File: config.mk
export PLATFORM = sky130hd
export DESIGN_NAME = fifo_wait_queue_indexed
export DESIGN_NICKNAME = d
export VERILOG_FILES = /design/src/hdl/fwqi_pkg.sv /design/src/hdl/fwqi_ram.sv /design/src/hdl/fifo_wait_queue_indexed.sv
export SDC_FILE = /design/constraint.sdc
export NUM_CORES = 1
export LEC_CHECK = 0
export BUFFER_PORTS_ARGS = -buffer_cell sky130_fd_sc_hd__buf_4
export CAP_MARGIN = 25
export CORE_ASPECT_RATIO = 2
export CORE_MARGIN = 2
export CORE_UTILIZATION = 55
export DETAILED_ROUTE_END_ITERATION = 10
export MAX_ROUTING_LAYER = met4
export PLACE_DENSITY = 0.72
export SYNTH_ARGS = -nofsm -noshare
export SYNTH_HDL_FRONTEND = slang
export SYNTH_HIERARCHICAL = 1
export SYNTH_SLANG_ARGS = --single-unit
File: constraint.sdc
create_clock -name clock -period 7.8 [get_ports clock]
set_input_delay 1.56 -clock clock [delete_from_list [all_inputs] [get_ports clock]]
set_output_delay 1.56 -clock clock [all_outputs]
set_load 0.02 [all_outputs]
File: src/hdl/fwqi_pkg.sv
// ----------------------------------------------------------------------------
// fwqi_pkg: shared types for the indexed wait queue
// Operation and status codes carried on the stream buses, and the
// sequencer states of the top level.
// ----------------------------------------------------------------------------
package fwqi_pkg;

   // Operation requested by one input transfer (travels in req_tuser)
   typedef enum logic [1:0] {
      FUNC_PUSH   = 2'd0,
      FUNC_POP    = 2'd1,
      FUNC_PEEK   = 2'd2,
      FUNC_REMOVE = 2'd3
   } func_type;

   // Outcome reported with each result (travels in rsp_tuser)
   typedef enum logic [1:0] {
      STAT_OK    = 2'd0,
      STAT_FULL  = 2'd1,
      STAT_EMPTY = 2'd2,
      STAT_RANGE = 2'd3
   } status_type;

   // Sequencer states
   typedef enum logic [2:0] {
      S_IDLE,
      S_DECODE,
      S_FETCH,
      S_SHIFT,
      S_DONE
   } state_type;

   // Fixed field widths of the payload
   localparam int IDENT_W = 31;
   localparam int GSIZE_W = 8;
   localparam int POS_W   = 8;
   localparam int LEN_W   = 5;

endpackage

File: src/hdl/fwqi_ram.sv
// ----------------------------------------------------------------------------
// fwqi_ram: generic single-write, single-read RAM
// One write port and one read port; read data is registered.
// ----------------------------------------------------------------------------
module fwqi_ram #(
   parameter int WIDTH = 39,
   parameter int DEPTH = 16
) (
   input  logic                     clock,
   input  logic                     wr_en,
   input  logic [$clog2(DEPTH)-1:0] wr_addr,
   input  logic [WIDTH-1:0]         wr_data,
   input  logic [$clog2(DEPTH)-1:0] rd_addr,
   output logic [WIDTH-1:0]         rd_data
);

   logic [WIDTH-1:0] mem_ff [DEPTH];
   logic [WIDTH-1:0] rd_data_ff;

   // Write port
   always_ff @(posedge clock) begin
      if (wr_en) begin
         mem_ff[wr_addr] <= wr_data;
      end
   end

   // Registered read port
   always_ff @(posedge clock) begin
      rd_data_ff <= mem_ff[rd_addr];
   end

   assign rd_data = rd_data_ff;

endmodule

File: src/hdl/fifo_wait_queue_indexed.sv
// ----------------------------------------------------------------------------
// fifo_wait_queue_indexed: bounded FIFO of waiting entries with indexed access
//
// Input stream (req_): one transfer asks for push, pop, peek at a position
// or remove at a position. Result stream (rsp_): exactly one transfer per
// request, carrying a status, the entry read (zero on push or error) and the
// number of entries held afterwards.
// Entries sit in a circular buffer in a small RAM with a head pointer, so a
// pop only moves the head. Remove closes the gap by moving every later entry
// one place towards the head, one entry per cycle through the RAM port.
// Each request passes the sequencer states idle, decode, fetch (pop, peek
// and remove), shift (remove with later entries) and done, then enters the
// output register; push and any error go from decode to done. The RAM's
// single read/write port pair sets the one-entry-per-cycle shift. One request
// is in progress at a time; req_tready is high only while the sequencer is
// idle, so a new request is taken only after the last one has left done.
// Reset empties the queue at once (the RAM itself is not cleared). A result
// waits in the output register while rsp_tready is low; the next request may
// be taken meanwhile, but its result is held back until the register frees.
// ----------------------------------------------------------------------------
module fifo_wait_queue_indexed #(
   parameter int DEPTH = 16
) (
   input  logic        clock,
   input  logic        reset,
   // Request stream
   input  logic        req_tvalid,
   output logic        req_tready,
   input  logic [47:0] req_tdata,  // ident[30:0], group_size[38:31], position[46:39]
   input  logic [1:0]  req_tuser,  // func[1:0]
   // Result stream
   output logic        rsp_tvalid,
   input  logic        rsp_tready,
   output logic [47:0] rsp_tdata,  // out_ident[30:0], out_group_size[38:31], length[43:39]
   output logic [1:0]  rsp_tuser   // status[1:0]
);
   import fwqi_pkg::*;

   localparam int AW = (DEPTH > 1) ? $clog2(DEPTH) : 1;
   localparam int CW = $clog2(DEPTH + 1);
   localparam int PW = (CW > POS_W) ? CW : POS_W;
   localparam int EW = IDENT_W + GSIZE_W;

   // Physical RAM address of logical position b behind head a
   function automatic logic [AW-1:0] add_mod(input logic [AW-1:0] a,
                                             input logic [AW-1:0] b);
      logic [AW:0] sum;
      sum = {1'b0, a} + {1'b0, b};
      if (sum >= (AW+1)'(DEPTH)) begin
         sum = sum - (AW+1)'(DEPTH);
      end
      return sum[AW-1:0];
   endfunction

   // Sequencer and queue state
   state_type            state_ff, state_in;
   logic [AW-1:0]        head_ff, head_in;
   logic [CW-1:0]        count_ff, count_in;
   logic [CW-1:0]        k_ff, k_in;

   // Latched request
   func_type             op_func_ff, op_func_in;
   logic [IDENT_W-1:0]   op_ident_ff, op_ident_in;
   logic [GSIZE_W-1:0]   op_gsize_ff, op_gsize_in;
   logic [POS_W-1:0]     op_pos_ff, op_pos_in;

   // Pending result
   status_type           res_status_ff, res_status_in;
   logic [IDENT_W-1:0]   res_ident_ff, res_ident_in;
   logic [GSIZE_W-1:0]   res_gsize_ff, res_gsize_in;

   // Output register
   logic                 rsp_valid_ff, rsp_valid_in;
   logic [1:0]           rsp_user_ff, rsp_user_in;
   logic [47:0]          rsp_data_ff, rsp_data_in;

   // RAM port signals
   logic                 ram_wr_en;
   logic [AW-1:0]        ram_wr_addr;
   logic [EW-1:0]        ram_wr_data;
   logic [AW-1:0]        ram_rd_addr;
   logic [EW-1:0]        ram_rd_data;

   logic                 req_fire;

   fwqi_ram #(
      .WIDTH (EW),
      .DEPTH (DEPTH)
   ) u_store (
      .clock   (clock),
      .wr_en   (ram_wr_en),
      .wr_addr (ram_wr_addr),
      .wr_data (ram_wr_data),
      .rd_addr (ram_rd_addr),
      .rd_data (ram_rd_data)
   );

   assign req_tready = (state_ff == S_IDLE);
   assign req_fire   = req_tvalid && req_tready;

   // Control registers
   always_ff @(posedge clock) begin
      if (reset) begin
         state_ff     <= S_IDLE;
         head_ff      <= '0;
         count_ff     <= '0;
         rsp_valid_ff <= 1'b0;
      end else begin
         state_ff     <= state_in;
         head_ff      <= head_in;
         count_ff     <= count_in;
         rsp_valid_ff <= rsp_valid_in;
      end
   end

   // Payload registers
   always_ff @(posedge clock) begin
      k_ff          <= k_in;
      op_func_ff    <= op_func_in;
      op_ident_ff   <= op_ident_in;
      op_gsize_ff   <= op_gsize_in;
      op_pos_ff     <= op_pos_in;
      res_status_ff <= res_status_in;
      res_ident_ff  <= res_ident_in;
      res_gsize_ff  <= res_gsize_in;
      rsp_user_ff   <= rsp_user_in;
      rsp_data_ff   <= rsp_data_in;
   end

   // Next state and datapath control
   always_comb begin
      state_in      = state_ff;
      head_in       = head_ff;
      count_in      = count_ff;
      k_in          = k_ff;
      op_func_in    = op_func_ff;
      op_ident_in   = op_ident_ff;
      op_gsize_in   = op_gsize_ff;
      op_pos_in     = op_pos_ff;
      res_status_in = res_status_ff;
      res_ident_in  = res_ident_ff;
      res_gsize_in  = res_gsize_ff;
      rsp_user_in   = rsp_user_ff;
      rsp_data_in   = rsp_data_ff;
      rsp_valid_in  = rsp_valid_ff && !rsp_tready;
      ram_wr_en     = 1'b0;
      ram_wr_addr   = add_mod(head_ff, k_ff[AW-1:0]);
      ram_wr_data   = ram_rd_data;
      ram_rd_addr   = add_mod(head_ff, AW'(k_ff + CW'(2)));

      unique case (state_ff)
         S_IDLE: begin
            // Latch the request
            if (req_fire) begin
               op_func_in  = func_type'(req_tuser);
               op_ident_in = req_tdata[IDENT_W-1:0];
               op_gsize_in = req_tdata[IDENT_W +: GSIZE_W];
               op_pos_in   = req_tdata[IDENT_W+GSIZE_W +: POS_W];
               state_in    = S_DECODE;
            end
         end

         S_DECODE: begin
            // Check bounds; push writes here, the others start a read
            res_status_in = STAT_OK;
            res_ident_in  = '0;
            res_gsize_in  = '0;
            ram_wr_addr   = add_mod(head_ff, count_ff[AW-1:0]);
            ram_wr_data   = {op_gsize_ff, op_ident_ff};
            ram_rd_addr   = (op_func_ff == FUNC_POP) ? head_ff
                          : add_mod(head_ff, AW'(op_pos_ff));
            k_in          = CW'(op_pos_ff);
            unique case (op_func_ff)
               FUNC_PUSH: begin
                  state_in = S_DONE;
                  if (count_ff >= CW'(DEPTH)) begin
                     res_status_in = STAT_FULL;
                  end else begin
                     ram_wr_en = 1'b1;
                     count_in  = count_ff + CW'(1);
                  end
               end
               FUNC_POP: begin
                  if (count_ff == '0) begin
                     res_status_in = STAT_EMPTY;
                     state_in      = S_DONE;
                  end else begin
                     state_in = S_FETCH;
                  end
               end
               default: begin
                  if (PW'(op_pos_ff) >= PW'(count_ff)) begin
                     res_status_in = STAT_RANGE;
                     state_in      = S_DONE;
                  end else begin
                     state_in = S_FETCH;
                  end
               end
            endcase
         end

         S_FETCH: begin
            // Entry is on the RAM output now
            res_ident_in = ram_rd_data[IDENT_W-1:0];
            res_gsize_in = ram_rd_data[IDENT_W +: GSIZE_W];
            ram_rd_addr  = add_mod(head_ff, AW'(k_ff + CW'(1)));
            state_in     = S_DONE;
            unique case (op_func_ff)
               FUNC_POP: begin
                  head_in  = add_mod(head_ff, AW'(1));
                  count_in = count_ff - CW'(1);
               end
               FUNC_REMOVE: begin
                  if (k_ff + CW'(1) < count_ff) begin
                     state_in = S_SHIFT;
                  end else begin
                     count_in = count_ff - CW'(1);
                  end
               end
               default: begin
               end
            endcase
         end

         S_SHIFT: begin
            // Move entry k+1 into slot k, fetch k+2 for the next cycle
            ram_wr_en = 1'b1;
            if (k_ff + CW'(2) < count_ff) begin
               k_in = k_ff + CW'(1);
            end else begin
               count_in = count_ff - CW'(1);
               state_in = S_DONE;
            end
         end

         S_DONE: begin
            // Hand the result to the output register once it is free
            if (!rsp_valid_ff || rsp_tready) begin
               rsp_valid_in = 1'b1;
               rsp_user_in  = res_status_ff;
               rsp_data_in  = {4'b0000, LEN_W'(count_ff), res_gsize_ff, res_ident_ff};
               state_in     = S_IDLE;
            end
         end

         default: begin
            state_in = S_IDLE;
         end
      endcase
   end

   assign rsp_tvalid = rsp_valid_ff;
   assign rsp_tuser  = rsp_user_ff;
   assign rsp_tdata  = rsp_data_ff;

`ifndef ASSERT_OFF
   // Occupancy never exceeds the queue size
   a_count_bound: assert property (@(posedge clock) disable iff (reset)
      count_ff <= CW'(DEPTH))
      else $error("queue occupancy beyond DEPTH");

   // Occupancy moves by at most one entry at a time
   a_count_step: assert property (@(posedge clock) disable iff (reset)
      (count_ff != $past(count_ff)) |->
         (count_ff == $past(count_ff) + CW'(1) || count_ff + CW'(1) == $past(count_ff)))
      else $error("queue occupancy jumped");

   // Gap closing only happens for a remove request
   a_shift_remove: assert property (@(posedge clock) disable iff (reset)
      (state_ff == S_SHIFT) |-> (op_func_ff == FUNC_REMOVE))
      else $error("shift without remove request");

   // A pending result is never overwritten while stalled
   a_no_overwrite: assert property (@(posedge clock) disable iff (reset)
      (rsp_valid_ff && !rsp_tready) |=> (rsp_valid_ff && $stable(rsp_data_ff)))
      else $error("stalled result overwritten");
`endif

endmodule

Yosys cells after proc, flatten, opt, wreduce, memory -nomap -nowiden:

Memories as Yosys holds them, arrays and structs flattened. A register that Yosys moved wholly into a read port is not among the register bits.
Index checks and enable logic that the tools add are counted.
W data, S select, Z words.

* flip-flop bits (word level): 154
* bits in writable memories: 624
* output and inout port bits: 52
* word-level logic and storage cells: 112
* memories: 1

* add/sub/neg operators: 16
* order comparisons: 10
* equal/unequal tests: 14
* mux-type cells: 40
* reduce and logical (&&, ||, !) cells: 17

Memories
* u_store.mem_ff: depth 16, bits a word 39, rd ports 1, clocked after Yosys merged registers in 1, write ports 1, RTL line fwqi_ram.sv:17 `logic [WIDTH-1:0] mem_ff [DEPTH];`

Operators by type and width (number)
* $pmux W31 S2: 1
* $mux W39: 1
* $ge A5 B5 Y1 const B: 7
* $mux W4: 8
* $add A4 B4 Y5: 5
* $mux W5: 5
* $sub A4 B1 Y4 const B: 6
* $mux W3: 7
* $pmux W5 S2: 2
* $pmux W8 S2: 1
* $pmux W3 S5: 1
* $pmux W5 S3: 1
* $add A5 B1 Y5 const B: 2
* $lt A5 B5 Y1: 2
* $ne A2 B2 Y1 const B: 5
* $ge A8 B5 Y1: 1
* $pmux W4 S2: 1
* $reduce_and A2 Y1: 4
* $mux W1: 7
* $eq A3 B2 Y1 const B: 2
* $ne A3 B3 Y1 const B: 2
* $pmux W3 S2: 1
* $reduce_and A6 Y1: 1
* $add A4 B1 Y5 const B: 1
* other kinds (19): 23

Logic depth before layout (Yosys ltp):

* word-level depth: 6
* mapped depth: 16
* gate-level depth less buffers: 12

Cells and area by module:

The synthesis kept the hierarchy.

Modules (own cells, without submodules)
* fwqi_ram: instances 1, cells an instance 1014, area an instance 24185.7 µm²
* fifo_wait_queue_indexed: instances 1, cells an instance 537, area an instance 6837.8 µm²

Least setup slack after synthesis:

Ideal clock, no wire load.

* path kind: flip-flop to flip-flop
* start: register state_ff[2]
* end: memory u_store.mem_ff[0][0] (enable)
* arrival time: 5.257 ns
* slack: 2.060 ns
* stages on the path, launching flop included: 14
* clock period less this slack: 5.740 ns
* cell sequence: dfxtp_1 buf_2 nor2_1 nand2_1 inv_1 buf_2 o21ai_0 ha_1 a21o_1 a21oi_1 xnor2_1 xnor2_1 or3b_2 nor3_1

RTL lines
* from (decl): RTL line fifo_wait_queue_indexed.sv:56 `state_type state_ff, state_in;`
* from (signal assigned): RTL line fifo_wait_queue_indexed.sv:109 `state_ff <= state_in;`
* $eq A3 B1 Y1: RTL line fifo_wait_queue_indexed.sv:151 `unique case (state_ff)`
* $mux W4: RTL line fifo_wait_queue_indexed.sv:151
* via ram_wr_addr[3]: RTL line fifo_wait_queue_indexed.sv:79 `logic [AW-1:0] ram_wr_addr;`
* to (decl): RTL line fwqi_ram.sv:17

The timed path passes the listed nets, and every way through them passes these cells.

Worst setup path after layout:

* start: register state_ff[1]
* end: register u_store.rd_data_ff[22], in the netlist u_store/rd_data[22] (read register of u_store.mem_ff)

* longest elaborated chain between the ends: 2

Ends and longest elaborated chain
* $eq A3 B2 Y1 or $eq A3 B1 Y1 (tied branches): RTL line fifo_wait_queue_indexed.sv:151
* $pmux W4 S2 (*): RTL line fifo_wait_queue_indexed.sv:151
* via ram_rd_addr[3]: RTL line fifo_wait_queue_indexed.sv:81 `logic [AW-1:0] ram_rd_addr;`
* to (decl): RTL line fwqi_ram.sv:18 `logic [WIDTH-1:0] rd_data_ff;`

The timed path passes the listed nets; every way through them passes the cells marked *.
A chain may end at the register's enable or synchronous reset.

==> flow_summary.json <==
{
  "drc": 0,
  "path_cells": "nor3b_4 > o21ai_0 > ha_1 > a21o_1 > a21oi_1 > xnor2_1 > xnor2_1 > a211oi_1 > nor2b_4 > buf_4 > a22oi_1 > nand2_1",
  "status": "completed",
  "leakagePower_nw": 11.7,
  "fin_nets": 1768,
  "p_clk_frac": 0.224,
  "period_share": 0.657,
  "path_buf_inv": 1,
  "path_class": "reg -> reg",
  "die_w_um": 172,
  "end_kind": "flop",
  "place_inst": 2362,
  "synthMostInstantiatedCell": "edfxtp_1",
  "synth_cell_types": 61,
  "synth_fa_ha_area_frac": 0.0139,
  "grt_overflow": 0,
  "max_clock_freq_mhz": 195,
  "ant_nets": 0,
  "cts_hold_buf": 0,
  "synth_simple_gate_area_frac": 0.0432,
  "synthMuxAreaShare": 0.115,
  "maxCapViolations": 0,
  "synth_compound_area_frac": 0.0323,
  "clk_path_buf_depth": 3,
  "yosys-top-cells-count": "edfxtp_1, nand2_1, mux4_2",
  "netlist_area_mm2": 0.0310,
  "layout-drive-gt1-share": 0.252,
  "diodes": 0,
  "synthTopCellsByArea": "edfxtp_1, mux4_2, dfxtp_1, nand2_1, a22oi_1",
  "path_clk_slew_ns": 0.07,
  "syn_inst": 1551,
  "dp_hpwl_um": 34400,
  "grt_first_pass_wirelength_um": 100000,
  "dpl_cell_area_mm2": 0.0328,
  "area_delta_synth_final_pct": 13.0,
  "htreeDepth": 3,
  "maxSlewHeadroom": 0.289,
  "synthArstFlopShare": 0,
  "cpMostUsedCell": "xnor2_1",
  "drt_iter0_drc": 1591,
  "worst_pin_slew_ns": 1.07,
  "final_cell_area_mm2": 0.0350,
  "synth_top_family_by_area": "multiplexers",
  "cp_num_cells": 12,
  "synth-xor-area-share": 0.00565,
  "start_util": 0.554,
  "io_pins": 106,
  "synth_flop_cell": "edfxtp_1",
  "finClkSkew_ns": 0.0189,
  "finalHoldViolations": 0,
  "fin_crit_ns": 5.12,
  "cp.arrival_ns": 5.66,
  "numPortBuffers": 100,
  "yosysTopAreaCell": "edfxtp_1",
  "ys_seq_area_frac": 0.774,
  "synth_edf_count": 765,
  "critPathMaxStageDelay_ns": 0.93,
  "clock_latency_ns": 0.61,
  "hold_class": "reg -> reg",
  "final_max_slew_viol_count": 0,
  "peakVddDrop_uv": 606,
  "path_max_fanout": 27,
  "power.share.combinational": 0.363,
  "yosys_warnings": 6,
  "grt_max_degree": 157,
  "cp_top_family": "simple AND/OR/NAND/NOR gates",
  "critPathLaunchType": "flop",
  "avgSynthCellArea_um2": 20.0,
  "wl_per_cell_um": 26.8,
  "endpoint": "u_store/rd_data[22]$_DFF_P_",
  "clockRootBuffer": "clkbuf_16",
  "gp_congestion": 0.802,
  "cts_setup_buffers": 0,
  "fillers": 3862,
  "p_seq_frac": 0.414,
  "rrSetupSlack_ns": 2.68,
  "dieArea_mm2": 0.0584,
  "first_pass_iters": 5,
  "finalNonFillerCells": 2487,
  "multi_input_area_mm2": 0.00671,
  "cp-startpoint": "state_ff[1]$_SDFFE_PP0P_",
  "totalWireLength_um": 66700,
  "p_int_mw": 10.4,
  "clkSinkCount": 817,
  "grt.total_usage": 0.245,
  "chipHeight_um": 340,
  "rr_worst_depth": 12,
  "tns_ns": 0,
  "synth_top_area_frac": 0.740,
  "worst_path_max_delay_cell": "nor3b_4",
  "rows": 123,
  "dr_total_vias": 15093,
  "rr_endpoint": "u_store/rd_data[22]$_DFF_P_",
  "cts_repair_resize_count": 0,
  "synth-seq-cells": 817,
  "timing.rr.start": "state_ff[1]$_SDFFE_PP0P_",
  "swShare": 0.333,
  "required_ns": 8.34,
  "seq_area_mm2": 0.0240,
  "antenna_found_initial": 0,
  "p_per_area_mw_per_mm2": 445,
  "viasPerCell": 6.07,
  "cts_made_buffers": 68,
  "grt_pass1_vias": 15937,
  "p_sw_mw": 5.20,
  "core_mm2": 0.0560,
  "cts_tree": "built",
  "setup_viol": 0,
  "rsz0062_at_grt": "no"
}
cell type report:
type / instances / area share
sequential: 817 / 0.685
multi-input combinational: 647 / 0.192
clock buffer: 83 / 0.0526
timing repair buffer: 134 / 0.0296
tap: 750 / 0.0268
clock inverter: 42 / 0.0127
inverter: 14 / 0.00150
layer usage:
| metal | wire length [um] | global-route usage | vias up |
|---|---|---|---|
| li1 | - | - | 6459 |
| met1 | 24700 | 0.305 | 7905 |
| met2 | 35800 | 0.419 | 597 |
| met3 | 4270 | 0.0297 | 132 |
| met4 | 1990 | 0.0809 | 0 |
| met5 | 0 | - | - |
cells by family after synthesis:
group,after synthesis
fa+ha+maj,32
simple gates,294
xor+xnor,20
other cells,1
buf+inv,90
compound gates,135
flops,817
mux,162
power by group through the flow:
stage | registers (mW) | clock network (mW) | logic [mW]
2_1_floorplan | 6.51 | 0 | 4.14
3_3_place_gp | 6.53 | 0 | 5.57
3_5_place_dp | 6.55 | 0 | 5.71
4_1_cts | 6.46 | 3.56 | 5.74
5_1_grt | 6.51 | 3.73 | 6.19
6_report | 6.46 | 3.49 | 5.66
how the worst min path moves through the flow:
stage,start,endpoint,cells past startpoint
after floorplan,res_ident_ff[0]$_SDFFCE_PN0P_,rsp_tdata[0]$_DFFE_PP_,0
after global placement,res_ident_ff[14]$_SDFFCE_PN0P_,rsp_tdata[14]$_DFFE_PP_,0
after detailed placement,res_ident_ff[11]$_SDFFCE_PN0P_,rsp_tdata[11]$_DFFE_PP_,0
after CTS,res_ident_ff[11]$_SDFFCE_PN0P_,rsp_tdata[11]$_DFFE_PP_,0
after global routing,res_ident_ff[11]$_SDFFCE_PN0P_,rsp_tdata[11]$_DFFE_PP_,0
final,res_ident_ff[11]$_SDFFCE_PN0P_,rsp_tdata[11]$_DFFE_PP_,0
registers in the layout, summed over array words and instances (netlist names):
name / cells
k_ff: 5
rsp_tvalid: 1
state_ff: 3
head_ff: 4
rsp_tuser: 2
op_func_ff: 2
op_pos_ff: 8
res_ident_ff: 31
u_store/rd_data: 39
op_gsize_ff: 8
u_store/mem_ff: 624
op_ident_ff: 31
count_ff: 5
rsp_tdata: 44
res_status_ff: 2
res_gsize_ff: 8
through the flow:
stage | util | hold WS [ns] | worst slack (ns) | power, mW
floorplan | - | 0.400 | 2.06 | 10.7
global placement | 0.584 | 0.402 | 2.81 | 12.1
detailed placement | 0.585 | 0.405 | 2.75 | 12.3
CTS | 0.626 | 0.410 | 2.68 | 15.8
global route | 0.626 | 0.417 | 2.37 | 16.4
finish | 0.626 | 0.411 | 2.68 | 15.6
layout by cell type, fill, tap and decap left out, drive strengths merged, types with 3 or more instances in the layout:
master / count
a211oi: 4
a21o: 8
a21oi: 11
a22oi: 78
and2: 41
buf: 134
bufinv: 8
clkbuf: 83
clkinv: 26
clkinvlp: 5
conb: 4
dfxtp: 52
edfxtp: 765
fa: 4
ha: 28
inv: 17
mux2: 4
mux4: 156
nand2: 186
nand2b: 5
nand3: 5
nand4: 3
nor2: 27
nor2b: 5
nor3: 8
o21ai: 17
or3b: 3
xnor2: 12
xor2: 8
Power figures use the tool's default switching activity.
